## config.mk

```make
export PLATFORM = sky130hd
export DESIGN_NAME = gyro_bias_calibrator_core
export DESIGN_NICKNAME = d
export VERILOG_FILES = /design/src/rtl/gbc_pkg.sv /design/src/rtl/gbc_div.sv /design/src/rtl/gyro_bias_calibrator_core.sv
export SDC_FILE = /design/constraint.sdc
export NUM_CORES = 2
export LEC_CHECK = 0
export BUFFER_PORTS_ARGS = -buffer_cell sky130_fd_sc_hd__clkbuf_2
export CAP_MARGIN = 20
export CELL_PAD_IN_SITES_DETAIL_PLACEMENT = 2
export CELL_PAD_IN_SITES_GLOBAL_PLACEMENT = 2
export CORE_ASPECT_RATIO = 2
export CORE_MARGIN = 1
export CORE_UTILIZATION = 37
export CTS_CLUSTER_DIAMETER = 30
export CTS_CLUSTER_SIZE = 40
export DETAILED_ROUTE_END_ITERATION = 10
export PLACE_DENSITY_LB_ADDON = 0.1
export REMOVE_ABC_BUFFERS = 1
export SLEW_MARGIN = 0
export SYNTH_ARGS = -nofsm -noshare
export SYNTH_HDL_FRONTEND = slang
export SYNTH_HIERARCHICAL = 1
export SYNTH_SLANG_ARGS = --single-unit
```

## constraint.sdc

```tcl
create_clock -name clk -period 4.6 [get_ports clk]
set_input_delay 0.46 -clock clk [delete_from_list [all_inputs] [get_ports clk]]
set_output_delay 0.46 -clock clk [all_outputs]
set_load 0.05 [all_outputs]
```

## src/rtl/gbc_pkg.sv

```systemverilog
`default_nettype none

package gbc_pkg;

    localparam int CFG_W   = 16;
    localparam int LIMIT_W = 15;
    localparam int TS_W    = 32;
    localparam int ANG_W   = 16;
    localparam int IDX_W   = 3;

    // register map
    localparam logic [IDX_W-1:0] REG_BASE_X     = 3'd0;
    localparam logic [IDX_W-1:0] REG_BASE_Y     = 3'd1;
    localparam logic [IDX_W-1:0] REG_BASE_Z     = 3'd2;
    localparam logic [IDX_W-1:0] REG_PITCH_LIM  = 3'd3;
    localparam logic [IDX_W-1:0] REG_RATE_LIM   = 3'd4;
    localparam logic [IDX_W-1:0] REG_DEADBAND   = 3'd5;
    localparam logic [IDX_W-1:0] REG_BOOT_WIN   = 3'd6;
    localparam logic [IDX_W-1:0] REG_AVG_WIN    = 3'd7;

    localparam logic [LIMIT_W-1:0] PITCH_LIM_RST = 15'd128;
    localparam logic [LIMIT_W-1:0] RATE_LIM_RST  = 15'd320;
    localparam logic [LIMIT_W-1:0] DEADBAND_RST  = 15'd1638;
    localparam logic [CFG_W-1:0]   BOOT_WIN_RST  = 16'd1000;
    localparam logic [CFG_W-1:0]   AVG_WIN_RST   = 16'd500;

    typedef enum logic [2:0] {
        S_IDLE,
        S_EVAL,
        S_ACCUM,
        S_DIV_LOAD,
        S_DIV_RUN,
        S_DONE
    } gbc_state_t;

    // exact magnitude of a 16-bit signed value
    function automatic logic [ANG_W:0] mag16(input logic signed [ANG_W-1:0] v);
        logic signed [ANG_W:0] ext;
        ext = (ANG_W+1)'(v);
        mag16 = ext[ANG_W] ? (~ext + 1'b1) : ext;
    endfunction

endpackage

`default_nettype wire

```

## src/rtl/gbc_div.sv

```systemverilog
`default_nettype none

module gbc_div
    import gbc_pkg::*;
#(
    parameter int NW = 28,
    parameter int DW = 12
) (
    input  wire logic          clk,
    input  wire logic          rst_n,
    input  wire logic          start,
    input  wire logic [NW-1:0] num,
    input  wire logic [DW-1:0] den,
    output logic               done,
    output logic [NW-1:0]      quot
);

    localparam int SCW = $clog2(NW);

    logic           busy_reg;
    logic           done_reg;
    logic [SCW-1:0] step_reg;
    logic [NW-1:0]  acc_reg;
    logic [DW-1:0]  rem_reg;
    logic [DW-1:0]  den_reg;

    logic [DW:0]    rem_sh;
    logic [DW+1:0]  diff;
    logic           borrow;

    // one restoring step: shift in the next dividend bit, try the subtract
    always_comb
    begin
        rem_sh = {rem_reg, acc_reg[NW-1]};
        diff   = {1'b0, rem_sh} - {2'b00, den_reg};
        borrow = diff[DW+1];
    end

    always_ff @(posedge clk or negedge rst_n)
    begin
        if (!rst_n)
        begin
            busy_reg <= 1'b0;
            done_reg <= 1'b0;
            step_reg <= '0;
        end
        else
        begin
            done_reg <= 1'b0;
            if (start)
            begin
                busy_reg <= 1'b1;
                step_reg <= '0;
            end
            else if (busy_reg)
            begin
                step_reg <= step_reg + 1'b1;
                if (step_reg == SCW'(NW - 1))
                begin
                    busy_reg <= 1'b0;
                    done_reg <= 1'b1;
                end
            end
        end
    end

    always_ff @(posedge clk)
    begin
        if (start)
        begin
            acc_reg <= num;
            rem_reg <= '0;
            den_reg <= den;
        end
        else if (busy_reg)
        begin
            acc_reg <= {acc_reg[NW-2:0], ~borrow};
            rem_reg <= borrow ? rem_sh[DW-1:0] : diff[DW-1:0];
        end
    end

    assign done = done_reg;
    assign quot = acc_reg;

endmodule

`default_nettype wire

```

## src/rtl/gyro_bias_calibrator_core.sv

```systemverilog
// Gyro bias calibrator.
// Input channel (in_valid/in_ready) takes one beat per IMU sample: timestamp, three raw
// gyro rates, pitch, joystick position and a recalibration request. Output channel
// (out_valid/out_ready) returns one beat per sample: the three rates with the running
// bias removed and saturated, the running bias itself, and the update/save flags.
// The configuration port (cfg_we, cfg_index, cfg_data) writes one register per cycle;
// write it only while no sample is in flight.
// A sample that closes no averaging window passes through S_EVAL, S_ACCUM and S_DONE
// before out_valid rises. A sample that closes a window runs one shared restoring
// divider three times, once per axis, between S_ACCUM and S_DONE; its dividend is
// NW = SAMPLE_WIDTH + clog2(MAX_SAMPLES + 1) + 1 bits wide. One sample is processed
// at a time; in_ready is low until the result has moved to the output register.
// A result waiting on a stalled receiver sits in the output register, and the next
// sample is already accepted and worked on; that sample then holds until the output
// register frees up.
// Reset clears the calibration state and loads the register reset values; the running
// bias is loaded from the base registers on the first sample after reset.
`default_nettype none

module gyro_bias_calibrator_core
    import gbc_pkg::*;
#(
    parameter int MAX_SAMPLES  = 1024,
    parameter int SAMPLE_WIDTH = 16
) (
    input  wire logic                           clk,
    input  wire logic                           rst_n,

    input  wire logic                           cfg_we,
    input  wire logic [IDX_W-1:0]               cfg_index,
    input  wire logic [CFG_W-1:0]               cfg_data,

    input  wire logic                           in_valid,
    output logic                                in_ready,
    input  wire logic [TS_W-1:0]                timestamp_ms,
    input  wire logic signed [SAMPLE_WIDTH-1:0] gyro_x,
    input  wire logic signed [SAMPLE_WIDTH-1:0] gyro_y,
    input  wire logic signed [SAMPLE_WIDTH-1:0] gyro_z,
    input  wire logic signed [ANG_W-1:0]        pitch,
    input  wire logic signed [ANG_W-1:0]        joy_x,
    input  wire logic signed [ANG_W-1:0]        joy_y,
    input  wire logic                           recal_request,

    output logic                                out_valid,
    input  wire logic                           out_ready,
    output logic signed [SAMPLE_WIDTH-1:0]      corrected_x,
    output logic signed [SAMPLE_WIDTH-1:0]      corrected_y,
    output logic signed [SAMPLE_WIDTH-1:0]      corrected_z,
    output logic signed [SAMPLE_WIDTH-1:0]      bias_x,
    output logic signed [SAMPLE_WIDTH-1:0]      bias_y,
    output logic signed [SAMPLE_WIDTH-1:0]      bias_z,
    output logic                                bias_updated,
    output logic                                base_saved
);

    localparam int SW   = SAMPLE_WIDTH;
    localparam int CW   = $clog2(MAX_SAMPLES + 1);
    localparam int SUMW = SW + CW;
    localparam int NW   = SUMW + 1;
    localparam int DW   = CW + 1;
    localparam int BW   = (SW > CFG_W) ? SW : CFG_W;
    localparam int YMW  = (SW + 1 > LIMIT_W) ? SW + 1 : LIMIT_W;
    localparam logic signed [SW-1:0] S_MAX = {1'b0, {(SW-1){1'b1}}};
    localparam logic signed [SW-1:0] S_MIN = {1'b1, {(SW-1){1'b0}}};

    // configuration
    logic signed [CFG_W-1:0] base_reg [3];
    logic [LIMIT_W-1:0]      pitch_lim_reg;
    logic [LIMIT_W-1:0]      rate_lim_reg;
    logic [LIMIT_W-1:0]      deadband_reg;
    logic [CFG_W-1:0]        boot_win_reg;
    logic [CFG_W-1:0]        avg_win_reg;

    // latched sample
    logic [TS_W-1:0]         ts_reg;
    logic signed [SW-1:0]    g_reg [3];
    logic signed [ANG_W-1:0] pitch_reg;
    logic signed [ANG_W-1:0] jx_reg;
    logic signed [ANG_W-1:0] jy_reg;
    logic                    req_reg;

    // calibration state
    gbc_state_t              state_reg, state_next;
    logic                    started_reg;
    logic [TS_W-1:0]         boot_time_reg;
    logic                    pending_reg;
    logic                    open_reg;
    logic [TS_W-1:0]         start_reg;
    logic [CW-1:0]           cnt_reg;
    logic signed [SUMW-1:0]  sums_reg [3];
    logic signed [BW-1:0]    bias_reg [3];
    logic [1:0]              axis_reg;
    logic                    wq_reg;
    logic                    updated_reg;
    logic                    saved_reg;

    // output register
    logic                    out_valid_reg;
    logic signed [SW-1:0]    corr_out_reg [3];
    logic signed [SW-1:0]    bias_out_reg [3];
    logic                    upd_out_reg;
    logic                    saved_out_reg;

    logic                    in_fire;
    logic                    out_load;
    logic                    div_start;
    logic                    div_done;
    logic [NW-1:0]           div_quot;
    logic [NW-1:0]           div_num;
    logic [DW-1:0]           div_den;

    logic [TS_W-1:0]         boot_eff;
    logic                    want;
    logic                    quiet;
    logic signed [SW:0]      gy_ext;
    logic [SW:0]             gy_mag;
    logic [TS_W-1:0]         start_eff;
    logic [CW-1:0]           cnt_inc;
    logic                    close_now;
    logic signed [SUMW-1:0]  sum_sel;
    logic [SUMW-1:0]         sum_mag;
    logic signed [NW:0]      quot_s;
    logic signed [SW-1:0]    avg_sat;
    logic signed [SW-1:0]    corr [3];

    function automatic logic signed [SW-1:0] sat_q(input logic signed [NW:0] v);
        if (v > (NW+1)'(S_MAX))
            sat_q = S_MAX;
        else if (v < (NW+1)'(S_MIN))
            sat_q = S_MIN;
        else
            sat_q = $signed(v[SW-1:0]);
    endfunction

    function automatic logic signed [SW-1:0] sat_c(input logic signed [BW:0] v);
        if (v > (BW+1)'(S_MAX))
            sat_c = S_MAX;
        else if (v < (BW+1)'(S_MIN))
            sat_c = S_MIN;
        else
            sat_c = $signed(v[SW-1:0]);
    endfunction

    // ---------------- configuration writes ----------------
    always_ff @(posedge clk or negedge rst_n)
    begin
        if (!rst_n)
        begin
            base_reg[0]   <= '0;
            base_reg[1]   <= '0;
            base_reg[2]   <= '0;
            pitch_lim_reg <= PITCH_LIM_RST;
            rate_lim_reg  <= RATE_LIM_RST;
            deadband_reg  <= DEADBAND_RST;
            boot_win_reg  <= BOOT_WIN_RST;
            avg_win_reg   <= AVG_WIN_RST;
        end
        else if (cfg_we)
        begin
            unique case (cfg_index)
                REG_BASE_X:    base_reg[0]   <= $signed(cfg_data);
                REG_BASE_Y:    base_reg[1]   <= $signed(cfg_data);
                REG_BASE_Z:    base_reg[2]   <= $signed(cfg_data);
                REG_PITCH_LIM: pitch_lim_reg <= cfg_data[LIMIT_W-1:0];
                REG_RATE_LIM:  rate_lim_reg  <= cfg_data[LIMIT_W-1:0];
                REG_DEADBAND:  deadband_reg  <= cfg_data[LIMIT_W-1:0];
                REG_BOOT_WIN:  boot_win_reg  <= cfg_data;
                REG_AVG_WIN:   avg_win_reg   <= cfg_data;
                default:       avg_win_reg   <= avg_win_reg;
            endcase
        end
    end

    // ---------------- sample qualification ----------------
    always_comb
    begin
        boot_eff = started_reg ? boot_time_reg : ts_reg;
        want     = ((ts_reg - boot_eff) < TS_W'(boot_win_reg)) || pending_reg || req_reg;
        gy_ext   = (SW+1)'(g_reg[1]);
        gy_mag   = gy_ext[SW] ? (~gy_ext + 1'b1) : gy_ext;
        quiet    = (mag16(pitch_reg) < (ANG_W+1)'(pitch_lim_reg))
                && (YMW'(gy_mag) < YMW'(rate_lim_reg))
                && (mag16(jx_reg) < (ANG_W+1)'(deadband_reg))
                && (mag16(jy_reg) < (ANG_W+1)'(deadband_reg));
    end

    // ---------------- window close test ----------------
    always_comb
    begin
        start_eff = open_reg ? start_reg : ts_reg;
        cnt_inc   = cnt_reg + 1'b1;
        close_now = wq_reg && (((ts_reg - start_eff) >= TS_W'(avg_win_reg))
                            || (cnt_inc >= CW'(MAX_SAMPLES)));
    end

    // ---------------- divider operands and result ----------------
    always_comb
    begin
        sum_sel = sums_reg[axis_reg];
        sum_mag = sum_sel[SUMW-1] ? (~sum_sel + 1'b1) : sum_sel;
        // round to nearest, ties away from zero: (2|sum| + n) / 2n
        div_num = {sum_mag, 1'b0} + NW'(cnt_reg);
        div_den = {cnt_reg, 1'b0};
        quot_s  = sum_sel[SUMW-1] ? -$signed((NW+1)'(div_quot)) : $signed((NW+1)'(div_quot));
        avg_sat = sat_q(quot_s);
    end

    always_comb
    begin
        for (int i = 0; i < 3; i++)
        begin
            corr[i] = sat_c((BW+1)'(g_reg[i]) - (BW+1)'(bias_reg[i]));
        end
    end

    // ---------------- sequencer ----------------
    always_comb
    begin
        state_next = state_reg;
        unique case (state_reg)
            S_IDLE:
            begin
                if (in_valid)
                    state_next = S_EVAL;
            end
            S_EVAL:
            begin
                state_next = S_ACCUM;
            end
            S_ACCUM:
            begin
                state_next = close_now ? S_DIV_LOAD : S_DONE;
            end
            S_DIV_LOAD:
            begin
                state_next = S_DIV_RUN;
            end
            S_DIV_RUN:
            begin
                if (div_done)
                    state_next = (axis_reg == 2'd2) ? S_DONE : S_DIV_LOAD;
            end
            S_DONE:
            begin
                if (!out_valid_reg || out_ready)
                    state_next = S_IDLE;
            end
            default:
            begin
                state_next = S_IDLE;
            end
        endcase
    end

    always_comb
    begin
        in_ready  = (state_reg == S_IDLE);
        div_start = (state_reg == S_DIV_LOAD);
        out_load  = (state_reg == S_DONE) && (!out_valid_reg || out_ready);
    end

    assign in_fire = in_valid && in_ready;

    always_ff @(posedge clk or negedge rst_n)
    begin
        if (!rst_n)
            state_reg <= S_IDLE;
        else
            state_reg <= state_next;
    end

    // hold the accepted beat
    always_ff @(posedge clk)
    begin
        if (in_fire)
        begin
            ts_reg    <= timestamp_ms;
            g_reg[0]  <= gyro_x;
            g_reg[1]  <= gyro_y;
            g_reg[2]  <= gyro_z;
            pitch_reg <= pitch;
            jx_reg    <= joy_x;
            jy_reg    <= joy_y;
            req_reg   <= recal_request;
        end
    end

    // ---------------- calibration state ----------------
    always_ff @(posedge clk or negedge rst_n)
    begin
        if (!rst_n)
        begin
            started_reg   <= 1'b0;
            boot_time_reg <= '0;
            pending_reg   <= 1'b0;
            open_reg      <= 1'b0;
            start_reg     <= '0;
            cnt_reg       <= '0;
            sums_reg[0]   <= '0;
            sums_reg[1]   <= '0;
            sums_reg[2]   <= '0;
            bias_reg[0]   <= '0;
            bias_reg[1]   <= '0;
            bias_reg[2]   <= '0;
            axis_reg      <= '0;
            wq_reg        <= 1'b0;
            updated_reg   <= 1'b0;
            saved_reg     <= 1'b0;
        end
        else
        begin
            case (state_reg)
                S_EVAL:
                begin
                    started_reg <= 1'b1;
                    if (!started_reg)
                    begin
                        // first sample: start the boot window, take the stored bias
                        boot_time_reg <= ts_reg;
                        for (int i = 0; i < 3; i++)
                        begin
                            bias_reg[i] <= BW'(base_reg[i]);
                        end
                    end
                    pending_reg <= pending_reg || req_reg;
                    wq_reg      <= want && quiet;
                    updated_reg <= 1'b0;
                    saved_reg   <= 1'b0;
                end
                S_ACCUM:
                begin
                    axis_reg <= '0;
                    if (wq_reg)
                    begin
                        open_reg  <= 1'b1;
                        start_reg <= start_eff;
                        cnt_reg   <= cnt_inc;
                        for (int i = 0; i < 3; i++)
                        begin
                            sums_reg[i] <= sums_reg[i] + SUMW'(g_reg[i]);
                        end
                    end
                    else
                    begin
                        // drop the partial window
                        open_reg    <= 1'b0;
                        start_reg   <= '0;
                        cnt_reg     <= '0;
                        sums_reg[0] <= '0;
                        sums_reg[1] <= '0;
                        sums_reg[2] <= '0;
                    end
                end
                S_DIV_RUN:
                begin
                    if (div_done)
                    begin
                        bias_reg[axis_reg] <= BW'(avg_sat);
                        axis_reg           <= axis_reg + 1'b1;
                        if (axis_reg == 2'd2)
                        begin
                            updated_reg <= 1'b1;
                            saved_reg   <= pending_reg;
                            pending_reg <= 1'b0;
                            open_reg    <= 1'b0;
                            start_reg   <= '0;
                            cnt_reg     <= '0;
                            sums_reg[0] <= '0;
                            sums_reg[1] <= '0;
                            sums_reg[2] <= '0;
                        end
                    end
                end
                default:
                begin
                    wq_reg <= wq_reg;
                end
            endcase
        end
    end

    gbc_div #(
        .NW (NW),
        .DW (DW)
    ) u_div (
        .clk   (clk),
        .rst_n (rst_n),
        .start (div_start),
        .num   (div_num),
        .den   (div_den),
        .done  (div_done),
        .quot  (div_quot)
    );

    // ---------------- output register ----------------
    always_ff @(posedge clk or negedge rst_n)
    begin
        if (!rst_n)
            out_valid_reg <= 1'b0;
        else if (out_load)
            out_valid_reg <= 1'b1;
        else if (out_ready)
            out_valid_reg <= 1'b0;
    end

    always_ff @(posedge clk)
    begin
        if (out_load)
        begin
            for (int i = 0; i < 3; i++)
            begin
                corr_out_reg[i] <= corr[i];
                bias_out_reg[i] <= $signed(bias_reg[i][SW-1:0]);
            end
            upd_out_reg   <= updated_reg;
            saved_out_reg <= saved_reg;
        end
    end

    assign out_valid    = out_valid_reg;
    assign corrected_x  = corr_out_reg[0];
    assign corrected_y  = corr_out_reg[1];
    assign corrected_z  = corr_out_reg[2];
    assign bias_x       = bias_out_reg[0];
    assign bias_y       = bias_out_reg[1];
    assign bias_z       = bias_out_reg[2];
    assign bias_updated = upd_out_reg;
    assign base_saved   = saved_out_reg;

endmodule

`default_nettype wire

```

After elaboration in Yosys (flattened, before gate mapping)
Memory sizes are Yosys's and may differ from the RTL's.
Cells that the tools add are included.
{ "op_classes": {"add_sub_neg": 19, "n_mul": 0, "div_mod_pow": 0, "magnitude_cmp": 17, "eq_ne": 19, "n_shift": 0, "muxes": 73, "n_bitwise": 7, "n_reduce_logical": 33} }
{ "ops": {"columns": ["op", "count"], "rows": [
  ["$mux 81", 3],
  ["$pmux 81 s2", 1],
  ["$mux 32", 5],
  ["$mux 16", 9],
  ["$mux 48", 2],
  ["$pmux 48 s2", 1],
  ["$add 27x16->27", 3],
  ["$mux 27", 3],
  ["$add 17x1->17 const B", 4],
  ["$lt 17x15->1", 4],
  ["$mux 17", 4],
  ["$not 17->17", 4],
  ["$pmux 32 s2", 1],
  ["$sub 32x32->32", 2],
  ["$mux 28", 2],
  ["$bmux 27 s2", 1],
  ["$gt 17x16->1 const B", 3],
  ["$lt 17x16->1 const B", 3],
  ["$sub 16x16->17", 3],
  ["$bwmux 48", 1],
  ["$mux 11", 3],
  ["$demux 16 s2", 1],
  ["$ge 32x16->1", 1],
  ["$lt 32x16->1", 1],
  ["other kinds (39)", 103]
]} }
{ "word_totals": {"register_bits": 482, "latch_bits": 0, "ram_bits": 144, "rom_bits": 0, "wordCells": 210, "mem_count": 3} }
{ "memory_table": {"columns": ["memory", "depth", "width", "read_ports", "rd_ports_with_merged_regs", "wr", "line_no", "source"], "rows": [
  ["bias_out_reg", 3, 16, 3, 0, 3, "gyro_bias_calibrator_core.sv:100", "logic signed [SW-1:0] bias_out_reg [3];"],
  ["corr_out_reg", 3, 16, 3, 0, 3, "gyro_bias_calibrator_core.sv:99", "logic signed [SW-1:0] corr_out_reg [3];"],
  ["g_reg", 3, 16, 3, 0, 3, "gyro_bias_calibrator_core.sv:76", "logic signed [SW-1:0] g_reg [3];"]
]} }

Longest topological paths before layout
{ "logic_depth": {"word_depth": 11, "depth_mapped": 26} }

By module
Netlist, hierarchy kept.
{ "modules_own_cells": {"columns": ["mod", "instances", "cells_each", "area_per_inst_um2"], "rows": [
  ["gyro_bias_calibrator_core", 1, 3512, 35545.3],
  ["gbc_div", 1, 248, 3004.1]
]} }

Worst setup path after synthesis
OpenSTA, ideal clock, no wires.
{ "synth_path": {"path_type": "reg2reg", "from": "register state_reg[0]", "to": "memory g_reg[0][0] (netlist name), enable pin", "arrival_time_ns": 4.848, "slack_ns": -0.750, "stages_incl_launch_ff": 4, "path_buffers": 1, "period_less_slack_ns": 5.350, "cell_sequence": "dfrtp_1 > clkbuf_1 > nor3_1 > and2_1"} }
{ "synth_rtl": {"columns": ["item", "line_no", "source"], "rows": [
  ["from (decl)", "gyro_bias_calibrator_core.sv:83", "gbc_state_t state_reg, state_next;"],
  ["from (signal assigned)", "gyro_bias_calibrator_core.sv:269", "state_reg <= state_next;"],
  ["to (decl)", "gyro_bias_calibrator_core.sv:76", null]
]} }

Final worst setup path
{ "layout_path": {"from": "register started_reg", "to": "register wq_reg"} }
{ "layout_via": {"elab_chain_len": 6} }
{ "layout_rtl": {"columns": ["item", "line_no", "source"], "rows": [
  ["from (decl)", "gyro_bias_calibrator_core.sv:84", "logic started_reg;"],
  ["from (signal assigned)", "gyro_bias_calibrator_core.sv:293", "started_reg <= 1'b0;"],
  ["from (signal assigned)", "gyro_bias_calibrator_core.sv:315", "started_reg <= 1'b1;"],
  ["$mux 32", null, null],
  ["$sub 32x32->32", "gyro_bias_calibrator_core.sv:178", "want = ((ts_reg - boot_eff) < TS_W'(boot_win_reg)) || pending_reg || req_reg;"],
  ["$lt 32x16->1", "gyro_bias_calibrator_core.sv:178", null],
  ["$logic_or 1x1->1 (2 in a row)", "gyro_bias_calibrator_core.sv:178", null],
  ["$logic_and 1x1->1", "gyro_bias_calibrator_core.sv:326", "wq_reg <= want && quiet;"],
  ["to (signal assigned)", "gyro_bias_calibrator_core.sv:326", null],
  ["to (signal assigned)", "gyro_bias_calibrator_core.sv:376", "wq_reg <= wq_reg;"],
  ["to (decl)", "gyro_bias_calibrator_core.sv:93", "logic wq_reg;"]
]} }
No other way between the ends.
A chain may end at the register's enable or synchronous reset.

==> flow_summary.ini <==
[min_path]
hold_depth = 3
min_to = state_reg[0]$_DFFE_PN0P_
worstHoldPathType = in2reg
hold_start = in_valid

[synthesis]
ys.flop_type = dfrtp_1
syn_inst = 3760
synth_top_area_share_pct = 21.2
synthTopCellsByArea = dfrtp_1 21%, edfxtp_1 21%, ha_1 10%
synth_enable_flop_cells = 267
synthArstFlopShare_pct = 55.5
synth_top_area_cell = dfrtp_1
syn_area_per_cell_um2 = 10.3
ys_ff_latch = 627
synth_most_common_cell = dfrtp_1
yosys_warnings = 6
synth_cell_types = 98
synth_top_cells_by_count = 327 x dfrtp_1, 320 x nand2_1, 310 x ha_1
seq_area_frac_synth_pct = 44.1
synthesis.area_mm2 = 0.0385

[run_status]
violations = negative setup slack
status = complete, but fails checks

[sta]
fin_skew_ps = 27.3
tightest_slew_ps = 1250
setup_viol = 3
hold_viol_final = 0
drv_slew = 0
relSlewSlack_pct = 16.1
fin_crit_sh_pct = 103
min_period_ps = 4740
layout_setup_ws_ps = -137
whs_ps = 67.5
max_freq_mhz = 211
rsz0062_at_grt = yes

[critical_path]
r2r_start = started_reg$_DFFE_PN0P_
worstRegToRegCells = 26
rrSetupSlack_ps = -140
cp.required_ps = 5260
start_kind = flip-flop
critPathCaptureType = flip-flop
critPathKind = reg2reg
r2r-end = wq_reg$_DFFE_PN0P_
critPathArrivalTime_ps = 5400
crit_path_max_fanout = 8

[clock_network]
clkSlewWorstSetupHoldPaths_ps = 50
cts.sinks = 627
clk_latency_ps = 740
cts-root-buf = clkbuf_16
clockBufferDepth = 3
cts_buffers = 110
htreeDepth = 3
cts_tree = done

[power]
peakVddDrop_uv = 403
pwr-share-comb_pct = 50.0
power.density_mw_per_mm2 = 740
pwr-share-clk_pct = 23.1
seq_power_share_pct = 26.9
p_int_w = 0.0202
p_sw_share_pct = 44.1
leakagePower_nw = 21.1
p_switching_w = 0.0159

[route]
viasPerCell = 5.64
wirelength_um = 153000
avgRoutedWirePerCell_um = 26.2
drtPass1Iterations = 5
drc_errors = 0
vias = 32900
drt_iter0_markers = 1245
final_antenna_net_count = 0

[floorplanning]
num_rows = 167
initial_utilization_pct = 37.3
core-area_mm2 = 0.103
dieArea_mm2 = 0.106
die_h_um = 458
io_pins = 253
die_w_um = 230

[layout]
fin_nets = 4855
largest_register_ffs = 81
area_growth_pct = 26.4
drive_gt1_share_pct = 22.7
stdcell_count = 5833

[global_route]
antenna_found_initial = 3
grt_pass1_wl_um = 230000
grt_overflow = 0
grt_usage_pct = 29.0
grt_max_degree = 128
grt_pass1_vias = 37700

[placement]
dp_slack_ps = -600
dp_cells = 5449
numPortBuffers = 252
post-dp-hpwl_um = 114000
gp_congestion = 0.883

[job]
drv_cap = 0
[through the flow]
stage / setup TNS [ps] / total power, W / cell area, um^2 / utilization, %
6_report: -406 / 0.0361 / 48700 / 47.1
5_1_grt: -1100 / 0.0381 / 48700 / 47.1
4_1_cts: -182 / 0.0358 / 48400 / 46.8
3_5_place_dp: -1570 / 0.0267 / 42800 / 41.3
3_3_place_gp: -1090 / 0.0261 / 42800 / 41.3
2_1_floorplan: -106510 / 0.0199 / 38000 / -
[critical path, stage by stage, from the launching register on]
cell and delay, ps:
dfrtp_2 520, buf_4 170, mux2i_1 280, ha_1 330, o21a_1 130, o31a_1 120, o211ai_1 270, a21oi_2 140
o2111ai_2 300, nand2_1 150, buf_4 160, buf_4 120, buf_4 120, buf_4 120, buf_4 120, buf_4 120
buf_4 130, buf_4 120, buf_4 120, buf_4 120, buf_4 130, a31oi_1 150, xor2_1 160, nand4_1 130
nor4_2 220, nand4_1 110, o21ai_1 120
[cell usage in the layout, fill, tap and decap left out, drive strengths merged, types with 23 or more instances in the layout]
cell,instances
o211ai,58
xor2,102
a21o,86
mux2,142
ha,310
nor3,49
nor2b,33
nand3,55
clkinv,29
a21oi,251
nand2b,59
o31ai,43
edfxtp,267
nand4,42
nor2,201
xnor2,160
dlygate4sd3,130
o21ai,313
nand2,320
mux2i,103
clkbuf,379
a211oi,30
dfrtp,327
buf,258
or3,23
inv,245
o21a,35
a22oi,53
[cell type report]
class / count / area (um^2)
clock inverter: 81 / 823
inverter: 214 / 803
fill: 10700 / 54700
clock buffer: 128 / 2910
multi-input combinational: 2790 / 20800
tap: 1352 / 1690
sequential: 627 / 17000
antenna: 2 / 5.00
timing repair buffer: 639 / 4650
[kinds of logic (layout without fill, tap and decap cells)]
group / after synthesis / in the layout / synth area share, %
muxes: 245 / 245 / 6.82
DFF: 627 / 627 / 44.1
and+or+nand+nor: 904 / 904 / 11.6
xor gates and xnor gates: 262 / 262 / 5.95
adders and majority gates: 322 / 322 / 10.6
buffers and inverters: 343 / 1062 / 3.48
other: 1 / 3 / 0.00973
AOI/OAI and AO/OA: 1056 / 1056 / 17.5
[worst max path at each step]
stage | from | endpoint | cells past startpoint
floorplan | state_reg[0]$_DFFE_PN0P_ | wq_reg$_DFFE_PN0P_ | 12
global placement | open_reg$_DFFE_PN0P_ | state_reg[1]$_DFFE_PN0P_ | 25
detailed placement | open_reg$_DFFE_PN0P_ | state_reg[2]$_DFFE_PN0P_ | 26
CTS | started_reg$_DFFE_PN0P_ | wq_reg$_DFFE_PN0P_ | 21
global route | open_reg$_DFFE_PN0P_ | state_reg[2]$_DFFE_PN0P_ | 23
finish | started_reg$_DFFE_PN0P_ | wq_reg$_DFFE_PN0P_ | 26
[power by group through the flow]
stage               Combinational [W]  Clock [W]  Sequential (W)
floorplan                      0.0103          0         0.00964
global placement               0.0164          0         0.00966
detailed placement             0.0170          0         0.00973
CTS                            0.0177    0.00847         0.00970
global route                   0.0196    0.00866         0.00989
finish                         0.0180    0.00833         0.00970
[per-layer routing]
metal	global-route usage (%)	part of all wire [%]
met1	28.0	34
met2	56.8	56
met3	3.38	2.7
met4	18.7	7.2
met5	0	0.0085
[what timing repair did]
action / in CTS / in global routing
gates resized for setup: 87 / 47
pin swaps: 36 / 19
endpoints found under the setup margin: 5 / 29
endpoints found under the hold margin: 176 / 0
setup buffers: 31 / 11
hold buffers: 130 / 0
No activity file was read; power rests on OpenSTA's default activity.
